## src/sv/suhl_pkg.sv

```systemverilog
// ----------------------------------------------------------------------------
// suhl_pkg
// Shared types, widths and register indexes of the scan upsampler.
// ----------------------------------------------------------------------------
`default_nettype none

package suhl_pkg;

    localparam int SUHL_MAX_FACTOR  = 16;
    localparam int SUHL_SAMPLE_BITS = 16;
    localparam int SUHL_CFG_IDX_W   = 1;
    localparam int SUHL_CFG_DATA_W  = 5;
    localparam int SUHL_FACTOR_W    = 5;
    localparam int SUHL_FIFO_DEPTH  = 2;

    localparam logic [SUHL_CFG_IDX_W-1:0] REG_FACTOR = 1'b0;
    localparam logic [SUHL_CFG_IDX_W-1:0] REG_MODE   = 1'b1;

    localparam logic [SUHL_FACTOR_W-1:0] FACTOR_RESET = 5'd2;

    typedef struct packed {
        logic [15:0] range_sample;
        logic [15:0] intensity_sample;
        logic        scan_end;
    } in_item_t;

    typedef struct packed {
        logic [15:0] range_out;
        logic [15:0] intensity_out;
        logic        last_of_scan;
    } out_item_t;

    // width of one command word between front and back
    function automatic int suhl_cmd_bits(input int sb, input int fw);
        suhl_cmd_bits = 2 * (3 * sb + fw + 1) + fw + 2;
    endfunction

endpackage

`default_nettype wire

```

## src/sv/suhl_div.sv

```systemverilog
// ----------------------------------------------------------------------------
// suhl_div
// Bit-serial restoring divider: one quotient bit per cycle.
// ----------------------------------------------------------------------------
`default_nettype none

module suhl_div
    import suhl_pkg::*;
#(
    parameter int SB = SUHL_SAMPLE_BITS,
    parameter int FW = SUHL_FACTOR_W
)
(
    input  wire logic          clk,
    input  wire logic          rst_n,
    input  wire logic          start,
    input  wire logic [SB-1:0] dividend,
    input  wire logic [FW-1:0] divisor,
    output logic               done,
    output logic [SB-1:0]      quot,
    output logic [FW-1:0]      rem
);

    localparam int CW = $clog2(SB);

    logic          busy_reg;
    logic          done_reg;
    logic [CW-1:0] cnt_reg;
    logic [SB-1:0] acc_reg;
    logic [FW-1:0] rem_reg;
    logic [FW-1:0] div_reg;

    logic [FW:0]   trial;
    logic [FW:0]   diff;
    logic          ge;
    logic [FW-1:0] rem_next;
    logic [SB-1:0] acc_next;

    always_comb
    begin
        trial    = {rem_reg, acc_reg[SB-1]};
        diff     = trial - {1'b0, div_reg};
        ge       = trial >= {1'b0, div_reg};
        rem_next = ge ? diff[FW-1:0] : trial[FW-1:0];
        acc_next = {acc_reg[SB-2:0], ge};
    end

    always_ff @(posedge clk or negedge rst_n)
    begin
        if (!rst_n)
        begin
            busy_reg <= 1'b0;
            done_reg <= 1'b0;
            cnt_reg  <= '0;
            acc_reg  <= '0;
            rem_reg  <= '0;
            div_reg  <= '0;
        end
        else
        begin
            done_reg <= 1'b0;
            if (start)
            begin
                busy_reg <= 1'b1;
                cnt_reg  <= CW'(SB - 1);
                acc_reg  <= dividend;
                rem_reg  <= '0;
                div_reg  <= divisor;
            end
            else if (busy_reg)
            begin
                acc_reg <= acc_next;
                rem_reg <= rem_next;
                if (cnt_reg == '0)
                begin
                    busy_reg <= 1'b0;
                    done_reg <= 1'b1;
                end
                else
                begin
                    cnt_reg <= cnt_reg - 1'b1;
                end
            end
        end
    end

    assign done = done_reg;
    assign quot = acc_reg;
    assign rem  = rem_reg;

endmodule

`default_nettype wire

```

## src/sv/suhl_front.sv

```systemverilog
// ----------------------------------------------------------------------------
// suhl_front
// Takes samples, keeps the previous pair and builds one command per sample.
// ----------------------------------------------------------------------------
`default_nettype none

module suhl_front
    import suhl_pkg::*;
#(
    parameter int SB    = SUHL_SAMPLE_BITS,
    parameter int FW    = SUHL_FACTOR_W,
    parameter int CMD_W = suhl_cmd_bits(SB, FW)
)
(
    input  wire logic             clk,
    input  wire logic             rst_n,
    input  wire logic             push,
    output logic                  full,
    input  wire in_item_t         item,
    input  wire logic [FW-1:0]    factor,
    input  wire logic             mode,
    output logic                  cmd_push,
    output logic [CMD_W-1:0]      cmd,
    input  wire logic             cmd_full
);

    typedef struct packed {
        logic [SB-1:0] prev;
        logic [SB-1:0] cur;
        logic [SB-1:0] quot;
        logic [FW-1:0] rem;
        logic          neg;
    } chan_t;

    typedef struct packed {
        chan_t         rng;
        chan_t         inten;
        logic [FW-1:0] factor;
        logic          interval;
        logic          last;
    } cmd_t;

    typedef enum logic [1:0] {ST_IDLE, ST_DIV, ST_PUSH} state_t;

    state_t        state_reg;
    cmd_t          cmd_reg;
    logic [SB-1:0] prev_r_reg;
    logic [SB-1:0] prev_i_reg;
    logic          have_prev_reg;

    logic [SB+15:0] r_ext;
    logic [SB+15:0] i_ext;
    logic [SB-1:0]  cur_r;
    logic [SB-1:0]  cur_i;
    logic           neg_r;
    logic           neg_i;
    logic [SB-1:0]  mag_r;
    logic [SB-1:0]  mag_i;
    logic           accept;
    logic           start_div;

    logic          done_r;
    logic          done_i;
    logic [SB-1:0] quot_r;
    logic [SB-1:0] quot_i;
    logic [FW-1:0] rem_r;
    logic [FW-1:0] rem_i;

    always_comb
    begin
        r_ext     = {{SB{1'b0}}, item.range_sample};
        i_ext     = {{SB{1'b0}}, item.intensity_sample};
        cur_r     = r_ext[SB-1:0];
        cur_i     = i_ext[SB-1:0];
        neg_r     = cur_r < prev_r_reg;
        neg_i     = cur_i < prev_i_reg;
        mag_r     = neg_r ? (prev_r_reg - cur_r) : (cur_r - prev_r_reg);
        mag_i     = neg_i ? (prev_i_reg - cur_i) : (cur_i - prev_i_reg);
        full      = state_reg != ST_IDLE;
        accept    = push && !full;
        start_div = accept && have_prev_reg && mode;
        cmd_push  = (state_reg == ST_PUSH) && !cmd_full;
        cmd       = cmd_reg;
    end

    suhl_div #(.SB(SB), .FW(FW)) u_div_rng (
        .clk      (clk),
        .rst_n    (rst_n),
        .start    (start_div),
        .dividend (mag_r),
        .divisor  (factor),
        .done     (done_r),
        .quot     (quot_r),
        .rem      (rem_r)
    );

    suhl_div #(.SB(SB), .FW(FW)) u_div_int (
        .clk      (clk),
        .rst_n    (rst_n),
        .start    (start_div),
        .dividend (mag_i),
        .divisor  (factor),
        .done     (done_i),
        .quot     (quot_i),
        .rem      (rem_i)
    );

    always_ff @(posedge clk or negedge rst_n)
    begin
        if (!rst_n)
        begin
            state_reg     <= ST_IDLE;
            cmd_reg       <= '0;
            prev_r_reg    <= '0;
            prev_i_reg    <= '0;
            have_prev_reg <= 1'b0;
        end
        else
        begin
            unique case (state_reg)
                ST_IDLE:
                begin
                    if (accept)
                    begin
                        cmd_reg.rng.prev   <= prev_r_reg;
                        cmd_reg.rng.cur    <= cur_r;
                        cmd_reg.rng.neg    <= neg_r;
                        cmd_reg.rng.quot   <= '0;
                        cmd_reg.rng.rem    <= '0;
                        cmd_reg.inten.prev <= prev_i_reg;
                        cmd_reg.inten.cur  <= cur_i;
                        cmd_reg.inten.neg  <= neg_i;
                        cmd_reg.inten.quot <= '0;
                        cmd_reg.inten.rem  <= '0;
                        cmd_reg.factor     <= factor;
                        cmd_reg.interval   <= have_prev_reg;
                        cmd_reg.last       <= item.scan_end;
                        if (item.scan_end)
                        begin
                            prev_r_reg    <= '0;
                            prev_i_reg    <= '0;
                            have_prev_reg <= 1'b0;
                        end
                        else
                        begin
                            prev_r_reg    <= cur_r;
                            prev_i_reg    <= cur_i;
                            have_prev_reg <= 1'b1;
                        end
                        state_reg <= start_div ? ST_DIV : ST_PUSH;
                    end
                end
                ST_DIV:
                begin
                    if (done_r && done_i)
                    begin
                        cmd_reg.rng.quot   <= quot_r;
                        cmd_reg.rng.rem    <= rem_r;
                        cmd_reg.inten.quot <= quot_i;
                        cmd_reg.inten.rem  <= rem_i;
                        state_reg          <= ST_PUSH;
                    end
                end
                ST_PUSH:
                begin
                    if (!cmd_full)
                    begin
                        state_reg <= ST_IDLE;
                    end
                end
                default:
                begin
                    state_reg <= ST_IDLE;
                end
            endcase
        end
    end

endmodule

`default_nettype wire

```

## src/sv/suhl_fifo.sv

```systemverilog
// ----------------------------------------------------------------------------
// suhl_fifo
// Small command queue between the front and back ends.
// ----------------------------------------------------------------------------
`default_nettype none

module suhl_fifo
    import suhl_pkg::*;
#(
    parameter int WIDTH = 8,
    parameter int DEPTH = SUHL_FIFO_DEPTH
)
(
    input  wire logic             clk,
    input  wire logic             rst_n,
    input  wire logic             push,
    input  wire logic [WIDTH-1:0] wdata,
    output logic                  full,
    input  wire logic             pop,
    output logic [WIDTH-1:0]      rdata,
    output logic                  empty
);

    localparam int AW = $clog2(DEPTH);
    localparam int NW = $clog2(DEPTH + 1);

    logic [WIDTH-1:0] data_reg [DEPTH];
    logic [AW-1:0]    wr_ptr_reg;
    logic [AW-1:0]    rd_ptr_reg;
    logic [NW-1:0]    count_reg;

    logic do_push;
    logic do_pop;

    always_comb
    begin
        full    = count_reg == NW'(DEPTH);
        empty   = count_reg == '0;
        do_push = push && !full;
        do_pop  = pop && !empty;
        rdata   = data_reg[rd_ptr_reg];
    end

    always_ff @(posedge clk)
    begin
        if (do_push)
        begin
            data_reg[wr_ptr_reg] <= wdata;
        end
    end

    always_ff @(posedge clk or negedge rst_n)
    begin
        if (!rst_n)
        begin
            wr_ptr_reg <= '0;
            rd_ptr_reg <= '0;
            count_reg  <= '0;
        end
        else
        begin
            if (do_push)
            begin
                wr_ptr_reg <= (wr_ptr_reg == AW'(DEPTH - 1)) ? '0 : wr_ptr_reg + 1'b1;
            end
            if (do_pop)
            begin
                rd_ptr_reg <= (rd_ptr_reg == AW'(DEPTH - 1)) ? '0 : rd_ptr_reg + 1'b1;
            end
            if (do_push && !do_pop)
            begin
                count_reg <= count_reg + 1'b1;
            end
            else if (do_pop && !do_push)
            begin
                count_reg <= count_reg - 1'b1;
            end
        end
    end

endmodule

`default_nettype wire

```

## src/sv/suhl_back.sv

```systemverilog
// ----------------------------------------------------------------------------
// suhl_back
// A command: interval points one per cycle unless stalled, then scan-end echo.
// ----------------------------------------------------------------------------
`default_nettype none

module suhl_back
    import suhl_pkg::*;
#(
    parameter int SB    = SUHL_SAMPLE_BITS,
    parameter int FW    = SUHL_FACTOR_W,
    parameter int CMD_W = suhl_cmd_bits(SB, FW)
)
(
    input  wire logic             clk,
    input  wire logic             rst_n,
    input  wire logic             cmd_empty,
    input  wire logic [CMD_W-1:0] cmd,
    output logic                  cmd_pop,
    output logic                  empty,
    input  wire logic             pop,
    output out_item_t             result
);

    typedef struct packed {
        logic [SB-1:0] prev;
        logic [SB-1:0] cur;
        logic [SB-1:0] quot;
        logic [FW-1:0] rem;
        logic          neg;
    } chan_t;

    typedef struct packed {
        chan_t         rng;
        chan_t         inten;
        logic [FW-1:0] factor;
        logic          interval;
        logic          last;
    } cmd_t;

    typedef enum logic [1:0] {ST_IDLE, ST_POINTS, ST_ECHO} state_t;

    state_t        state_reg;
    cmd_t          cur_reg;
    logic [FW-1:0] k_reg;
    logic [SB-1:0] qr_reg;
    logic [FW-1:0] rr_reg;
    logic [SB-1:0] qi_reg;
    logic [FW-1:0] ri_reg;
    logic          out_valid_reg;
    out_item_t     out_reg;

    cmd_t           cmd_in;
    logic           can_emit;
    logic           emit;
    logic           last_k;
    logic [SB-1:0]  pt_r;
    logic [SB-1:0]  pt_i;
    logic [SB+15:0] pt_r_ext;
    logic [SB+15:0] pt_i_ext;
    logic [SB+15:0] cur_r_ext;
    logic [SB+15:0] cur_i_ext;
    logic [SB-1:0]  qr_next;
    logic [FW-1:0]  rr_next;
    logic [SB-1:0]  qi_next;
    logic [FW-1:0]  ri_next;

    // q + quot and r + rem, with one carry from the remainder into q
    function automatic logic [SB+FW-1:0] step(
        input logic [SB-1:0] q,
        input logic [FW-1:0] r,
        input logic [SB-1:0] quot,
        input logic [FW-1:0] rem,
        input logic [FW-1:0] f
    );
        logic [FW:0]   r_sum;
        logic [FW:0]   r_sub;
        logic [SB-1:0] q_sum;
        r_sum = {1'b0, r} + {1'b0, rem};
        r_sub = r_sum - {1'b0, f};
        q_sum = q + quot;
        if (r_sum >= {1'b0, f})
        begin
            step = {q_sum + 1'b1, r_sub[FW-1:0]};
        end
        else
        begin
            step = {q_sum, r_sum[FW-1:0]};
        end
    endfunction

    always_comb
    begin
        cmd_in             = cmd;
        can_emit           = !out_valid_reg || pop;
        emit               = can_emit && ((state_reg == ST_POINTS) || (state_reg == ST_ECHO));
        cmd_pop            = (state_reg == ST_IDLE) && !cmd_empty;
        last_k             = k_reg == (cur_reg.factor - 1'b1);
        pt_r               = cur_reg.rng.neg ? (cur_reg.rng.prev - qr_reg)
                                             : (cur_reg.rng.prev + qr_reg);
        pt_i               = cur_reg.inten.neg ? (cur_reg.inten.prev - qi_reg)
                                               : (cur_reg.inten.prev + qi_reg);
        pt_r_ext           = {16'h0000, pt_r};
        pt_i_ext           = {16'h0000, pt_i};
        cur_r_ext          = {16'h0000, cur_reg.rng.cur};
        cur_i_ext          = {16'h0000, cur_reg.inten.cur};
        {qr_next, rr_next} = step(qr_reg, rr_reg, cur_reg.rng.quot, cur_reg.rng.rem,
                                  cur_reg.factor);
        {qi_next, ri_next} = step(qi_reg, ri_reg, cur_reg.inten.quot, cur_reg.inten.rem,
                                  cur_reg.factor);
        empty              = !out_valid_reg;
        result             = out_reg;
    end

    always_ff @(posedge clk or negedge rst_n)
    begin
        if (!rst_n)
        begin
            state_reg     <= ST_IDLE;
            cur_reg       <= '0;
            k_reg         <= '0;
            qr_reg        <= '0;
            rr_reg        <= '0;
            qi_reg        <= '0;
            ri_reg        <= '0;
            out_valid_reg <= 1'b0;
            out_reg       <= '0;
        end
        else
        begin
            if (emit)
            begin
                out_valid_reg <= 1'b1;
            end
            else if (pop && out_valid_reg)
            begin
                out_valid_reg <= 1'b0;
            end
            unique case (state_reg)
                ST_IDLE:
                begin
                    if (!cmd_empty)
                    begin
                        cur_reg <= cmd_in;
                        k_reg   <= '0;
                        qr_reg  <= '0;
                        rr_reg  <= '0;
                        qi_reg  <= '0;
                        ri_reg  <= '0;
                        if (cmd_in.interval)
                        begin
                            state_reg <= ST_POINTS;
                        end
                        else if (cmd_in.last)
                        begin
                            state_reg <= ST_ECHO;
                        end
                    end
                end
                ST_POINTS:
                begin
                    if (can_emit)
                    begin
                        out_reg.range_out     <= pt_r_ext[15:0];
                        out_reg.intensity_out <= pt_i_ext[15:0];
                        out_reg.last_of_scan  <= 1'b0;
                        k_reg                 <= k_reg + 1'b1;
                        qr_reg                <= qr_next;
                        rr_reg                <= rr_next;
                        qi_reg                <= qi_next;
                        ri_reg                <= ri_next;
                        if (last_k)
                        begin
                            state_reg <= cur_reg.last ? ST_ECHO : ST_IDLE;
                        end
                    end
                end
                ST_ECHO:
                begin
                    if (can_emit)
                    begin
                        out_reg.range_out     <= cur_r_ext[15:0];
                        out_reg.intensity_out <= cur_i_ext[15:0];
                        out_reg.last_of_scan  <= 1'b1;
                        state_reg             <= ST_IDLE;
                    end
                end
                default:
                begin
                    state_reg <= ST_IDLE;
                end
            endcase
        end
    end

endmodule

`default_nettype wire

```

## src/sv/scan_upsampler_hold_or_linear_top.sv

```systemverilog
// ----------------------------------------------------------------------------
// scan_upsampler_hold_or_linear_top
// Integer-factor upsampler for range/intensity scans, hold or linear.
// ----------------------------------------------------------------------------
// Each sample that follows another of the same scan yields upsample_factor
// points (1 to MAX_FACTOR, a zero factor acts as 1), one per cycle from the
// back end while the receiver keeps up, and a scan-end sample adds its own
// point marked last. In hold mode the front end skips the divider and is
// full until each command is queued. In linear mode each interval runs
// through a bit-serial divider, and the front end takes no new sample until
// its command is queued; this overlaps with the back end through a
// two-entry command queue. Configuration is written on cfg_valid, always
// ready, and must only change while the block is idle.
`default_nettype none

module scan_upsampler_hold_or_linear_top
    import suhl_pkg::*;
#(
    parameter int MAX_FACTOR  = SUHL_MAX_FACTOR,
    parameter int SAMPLE_BITS = SUHL_SAMPLE_BITS
)
(
    input  wire logic                       clk,
    input  wire logic                       rst_n,
    input  wire logic                       push,
    output logic                            full,
    input  wire in_item_t                   item,
    output logic                            empty,
    input  wire logic                       pop,
    output out_item_t                       result,
    input  wire logic                       cfg_valid,
    output logic                            cfg_ready,
    input  wire logic [SUHL_CFG_IDX_W-1:0]  cfg_index,
    input  wire logic [SUHL_CFG_DATA_W-1:0] cfg_data
);

    localparam int FW    = $clog2(MAX_FACTOR + 1);
    localparam int CMD_W = suhl_cmd_bits(SAMPLE_BITS, FW);

    logic [SUHL_FACTOR_W-1:0] factor_reg;
    logic                     mode_reg;

    logic [31:0]      f_wide;
    logic [FW-1:0]    eff_factor;
    logic             cmd_push;
    logic [CMD_W-1:0] cmd_wr;
    logic             cmd_full;
    logic             cmd_pop;
    logic [CMD_W-1:0] cmd_rd;
    logic             cmd_empty;

    assign cfg_ready = 1'b1;

    always_ff @(posedge clk or negedge rst_n)
    begin
        if (!rst_n)
        begin
            factor_reg <= FACTOR_RESET;
            mode_reg   <= 1'b0;
        end
        else if (cfg_valid && cfg_ready)
        begin
            unique case (cfg_index)
                REG_FACTOR: factor_reg <= cfg_data[SUHL_FACTOR_W-1:0];
                REG_MODE:   mode_reg   <= cfg_data[0];
                default:    ;
            endcase
        end
    end

    always_comb
    begin
        f_wide = 32'(factor_reg);
        if (f_wide == 32'd0)
        begin
            eff_factor = FW'(1);
        end
        else if (f_wide > 32'(MAX_FACTOR))
        begin
            eff_factor = FW'(MAX_FACTOR);
        end
        else
        begin
            eff_factor = f_wide[FW-1:0];
        end
    end

    suhl_front #(.SB(SAMPLE_BITS), .FW(FW), .CMD_W(CMD_W)) u_front (
        .clk      (clk),
        .rst_n    (rst_n),
        .push     (push),
        .full     (full),
        .item     (item),
        .factor   (eff_factor),
        .mode     (mode_reg),
        .cmd_push (cmd_push),
        .cmd      (cmd_wr),
        .cmd_full (cmd_full)
    );

    suhl_fifo #(.WIDTH(CMD_W), .DEPTH(SUHL_FIFO_DEPTH)) u_fifo (
        .clk   (clk),
        .rst_n (rst_n),
        .push  (cmd_push),
        .wdata (cmd_wr),
        .full  (cmd_full),
        .pop   (cmd_pop),
        .rdata (cmd_rd),
        .empty (cmd_empty)
    );

    suhl_back #(.SB(SAMPLE_BITS), .FW(FW), .CMD_W(CMD_W)) u_back (
        .clk       (clk),
        .rst_n     (rst_n),
        .cmd_empty (cmd_empty),
        .cmd       (cmd_rd),
        .cmd_pop   (cmd_pop),
        .empty     (empty),
        .pop       (pop),
        .result    (result)
    );

endmodule

`default_nettype wire

```

## config.mk

```make
export PLATFORM = sky130hd
export DESIGN_NAME = scan_upsampler_hold_or_linear_top
export DESIGN_NICKNAME = d
export VERILOG_FILES = /design/src/sv/suhl_pkg.sv /design/src/sv/suhl_div.sv /design/src/sv/suhl_front.sv /design/src/sv/suhl_fifo.sv /design/src/sv/suhl_back.sv /design/src/sv/scan_upsampler_hold_or_linear_top.sv
export SDC_FILE = /design/constraint.sdc
export NUM_CORES = 1
export LEC_CHECK = 0
export CORE_MARGIN = 10
export CORE_UTILIZATION = 45
export CTS_CLUSTER_DIAMETER = 40
export DETAILED_ROUTE_END_ITERATION = 7
export DONT_BUFFER_PORTS = 1
export PLACE_DENSITY_LB_ADDON = 0.25
export SLEW_MARGIN = 20
export SYNTH_ARGS = -nofsm -noshare
export SYNTH_HDL_FRONTEND = slang
export SYNTH_SLANG_ARGS = --single-unit
```

## constraint.sdc

```tcl
create_clock -name clk -period 6.55 [get_ports clk]
set_input_delay 0.3275 -clock clk [delete_from_list [all_inputs] [get_ports clk]]
set_output_delay 0.3275 -clock clk [all_outputs]
set_load 0.02 [all_outputs]
```

==> summary.log <==
INFO  die            vertical_die_dimension=287um
INFO  yosys          synthesis.nets=3198
INFO  clock_network  total_clock_buffers_created_by_cts=101
INFO  die            initial_core_util=45.6%
INFO  clock_network  worst_setup_hold_path_clk_slew=50ps
INFO  layout         multiInputGateArea=13800um^2
INFO  yosys          post_synth_instance_area=32200um^2
INFO  die            io_pins=80
INFO  yosys          post_synth_main_area_contributors=sky130_fd_sc_hd__dfrtp_1, sky130_fd_sc_hd__edfxtp_1, sky130_fd_sc_hd__ha_1
INFO  worst_setup_path type_of_origin_of_the_critical_path=register
INFO  routing        drtIter0Drc=1719
INFO  layout         largest_register_ff_count=230
INFO  yosys          netlist.area_leader.share=32.3%
INFO  timing         tightest_slew=1110ps
INFO  outcome        failing_checks=hold timing
INFO  worst_setup_path critical_setup_path_class=register to register
INFO  yosys          post_synthesis_instance_total=2976
INFO  worst_setup_path worstPathMaxFanout=13
INFO  clock_network  post_cts_resize_count=0
INFO  routing        drt_drc_violations_left=0
INFO  timing         skew=28.0ps
INFO  yosys          syn-mean-instance-area=10.8um^2
INFO  yosys          synth_warnings=0
INFO  job            cap_viol_max_count=0
INFO  die            rows=97
INFO  clock_network  tritoncts=built
INFO  layout         layout_cells_sized_above_1=8.02%
INFO  routing        met3_length=4220um
INFO  layout         layout.filler_cells=6109
INFO  clock_network  cts.repair_timing.setup_buffer_count=0
INFO  clock_network  tritoncts_num_sinks=646
INFO  clock_network  cts_max_path_buffers=3
INFO  routing        met1_length=40700um
INFO  layout         final_nets=3214
INFO  clock_network  ctsHtreeMaxLevel=3
INFO  yosys          synth_enable_flop_cells=230
INFO  timing         max_clock_freq=0.234GHz
INFO  grt            vias_in_the_first_global_route=21600
INFO  yosys          ffs_latches_synth=646
INFO  worst_setup_path crit_arrival=4810ps
INFO  timing         hold_viol=416
INFO  routing        antenna_violating_nets_post_route=0
INFO  layout         areaGrowthSynthToFinish=14.8%
INFO  timing         final.hold.worst_slack=-593ps
INFO  outcome        run_status=finished, violations left
INFO  die            core_area=70500um^2
INFO  die            floorplan.die.width=287um
INFO  timing         shortest_period_the_worst_path_allows=4270ps
INFO  clock_network  clock_latency=660ps
INFO  timing         maxSlewHeadroom=26.0%
INFO  clock_network  clock_tree.root_cell=sky130_fd_sc_hd__clkbuf_16
INFO  worst_setup_path cp_data_required_time=7090ps
INFO  grt            overflow=0
INFO  die            die_area=82600um^2
INFO  timing         grt_setup_unrepaired=no
INFO  routing        drt-vias-per-instance=5.48
INFO  grt            grt_pass1_wl=126000um
INFO  yosys          synth_cell_type_count=89
INFO  routing        detail_route.wl_per_cell=19.7um
INFO  yosys          synth.yosys.seq_area_share=53.8%
INFO  timing         maxSlewViolCount=0
INFO  layout         final-seq-area=17300um^2
INFO  worst_setup_path worst_setup_path_end_kind=register
INFO  yosys          synth_flop_cell=sky130_fd_sc_hd__dfrtp_1
INFO  timing         final_min_period_over_clock_period=65.2%
INFO  min_path       timing.hold.worst.class=input pin to asynchronous set/reset pin
INFO  routing        top_signal_layer_used=met4
INFO  routing        drt_wl_total=79100um
INFO  grt            antenna_found_initial=0
INFO  routing        vias=22100
INFO  grt            grt_use_total=19.1%
INFO  grt            grt_max_degree=417
INFO  place          gpl.final_weighted_congestion=0.863
INFO  clock_network  postCtsHoldBufs=43
INFO  timing         setup_total_negative_slack=0ps
INFO  timing         final-setup-viol-count=0
INFO  routing        detailroute.wirelength.met2=32900um
INFO  yosys          yosysTopAreaCell=sky130_fd_sc_hd__dfrtp_1
INFO  yosys          ys_async_sr_fraction=64.4%
INFO  place          placement.io_buffers=0
INFO  routing        detailedRoute.firstPassIterationCount=5
INFO  place          detailed_place_hpwl=55200um
[kinds of logic (layout without fill, tap and decap cells)]
logic type,count (synthesis),in the layout,synth area share [%]
XOR/XNOR,163,163,4.50
flip-flops,646,646,53.8
other,1,3,0.0117
multiplexers,183,183,5.75
buffers and inverters,297,402,3.55
AO/OA/AOI/OAI,792,792,15.3
AND/OR/NAND/NOR,716,716,9.84
adder cells (fa/ha/maj),178,178,7.25
[cells in the final DEF (no fill, tap or decap), drive strengths merged, types with 12 or more instances in the layout]
master       count
clkbuf         113
o22ai           13
nor2b           26
nor2           125
a211oi          15
mux2            15
nand2          397
nand2b          18
buf             16
clkinv          26
and3            13
dfrtp          415
o21ai          346
a21o            58
nor3            39
o21bai          12
o31ai           40
nand4           17
nand3           27
xnor2          121
fa              14
ha             164
mux2i          168
inv            187
a21oi          147
dlygate4sd3     42
o21a            22
a22o            53
xor2            41
o211ai          18
edfxtp         230
[cells in the mapped netlist (6+ instances only)]
cell,n
sky130_fd_sc_hd__nand3_1,27
sky130_fd_sc_hd__o211ai_1,18
sky130_fd_sc_hd__clkbuf_1,112
sky130_fd_sc_hd__dfrtp_1,415
sky130_fd_sc_hd__o21ai_0,291
sky130_fd_sc_hd__buf_1,21
sky130_fd_sc_hd__o22ai_1,12
sky130_fd_sc_hd__o21bai_1,12
sky130_fd_sc_hd__edfxtp_1,230
sky130_fd_sc_hd__mux2i_1,168
sky130_fd_sc_hd__xor2_1,41
sky130_fd_sc_hd__fa_1,14
sky130_fd_sc_hd__nor2_1,125
sky130_fd_sc_hd__o21ai_1,54
sky130_fd_sc_hd__o31ai_1,40
sky130_fd_sc_hd__a211oi_1,15
sky130_fd_sc_hd__a22o_1,53
sky130_fd_sc_hd__or3_1,9
sky130_fd_sc_hd__nor2b_1,26
sky130_fd_sc_hd__mux2_2,15
sky130_fd_sc_hd__nand2b_1,18
sky130_fd_sc_hd__o21a_1,22
sky130_fd_sc_hd__and2_1,6
sky130_fd_sc_hd__nand4_1,16
sky130_fd_sc_hd__nor3b_1,6
sky130_fd_sc_hd__inv_1,151
sky130_fd_sc_hd__a31oi_1,11
sky130_fd_sc_hd__nand2_1,397
sky130_fd_sc_hd__and3_1,13
sky130_fd_sc_hd__xnor2_1,120
sky130_fd_sc_hd__nor3_1,39
sky130_fd_sc_hd__a21o_1,58
sky130_fd_sc_hd__ha_1,164
sky130_fd_sc_hd__a21oi_1,146
sky130_fd_sc_hd__buf_2,7
[layer usage]
metal  vias to the layer above  GRT usage [%]
li1                      10700              -
met1                     10800           29.6
met2                       473           26.8
met3                        77           3.32
met4                         0           5.05
met5                         -              0
[layout make-up]
cell class | instances | share of cell area, %
inverter | 152 | 1.54
multi-input combinational | 2033 | 37.3
clock inverter | 79 | 2.40
tap | 940 | 3.18
timing repair buffer | 58 | 1.56
antenna | 2 | 0.0135
clock buffer | 113 | 7.11
sequential | 646 | 46.9
[stage by stage]
step / hold slack [ps] / cells / setup slack (ps) / utilization, % / area, um^2
finish: -593 / 4023 / 2280 / 52.4 / 36900
global route: -606 / 4021 / 1960 / 52.4 / 36900
CTS: -644 / 4021 / 2260 / 52.4 / 36900
detailed placement: 56.8 / 3786 / 2270 / 46.8 / 33000
global placement: 70.1 / 3786 / 2350 / 46.8 / 33000
floorplan: 31.9 / 2976 / 2130 / - / 32200
[worst max-delay path, stage by stage, from the launching register on]
cell                       delay (ps)
sky130_fd_sc_hd__dfrtp_1          340
sky130_fd_sc_hd__ha_1             170
sky130_fd_sc_hd__inv_1             60
sky130_fd_sc_hd__fa_1             400
sky130_fd_sc_hd__inv_1             90
sky130_fd_sc_hd__a21o_1           110
sky130_fd_sc_hd__a21oi_1           70
sky130_fd_sc_hd__xnor2_1          150
sky130_fd_sc_hd__ha_1             330
sky130_fd_sc_hd__and3_1           160
sky130_fd_sc_hd__nand3_1           80
sky130_fd_sc_hd__and4_1           360
sky130_fd_sc_hd__nand2b_1         270
sky130_fd_sc_hd__or4b_1           580
sky130_fd_sc_hd__nor3_1           490
sky130_fd_sc_hd__nand3_1          170
sky130_fd_sc_hd__xnor2_1          150
sky130_fd_sc_hd__a22o_1           180
[path summary, 6_finish.rpt]
kind,from,end,slack [ps],depth (start not counted)
max,u_back.rr_reg[0],u_back.qr_reg[14],2280,17
min,rst_n,u_front.u_div_rng.cnt_reg[0],-590,0
max reg2reg,u_back.rr_reg[0],u_back.qr_reg[14],2280,17
min reg2reg,u_front.cmd[61],u_fifo.data_reg[0][61],470,0
max in group asynchronous,rst_n,u_fifo.rd_ptr_reg,6250,0
min in group clk,item[0],u_front.prev_i_reg[9],20,2
Power is left out: the tool's default activity adds up to more than one toggle a clock period on the data nets, which glitch-free logic cannot reach.
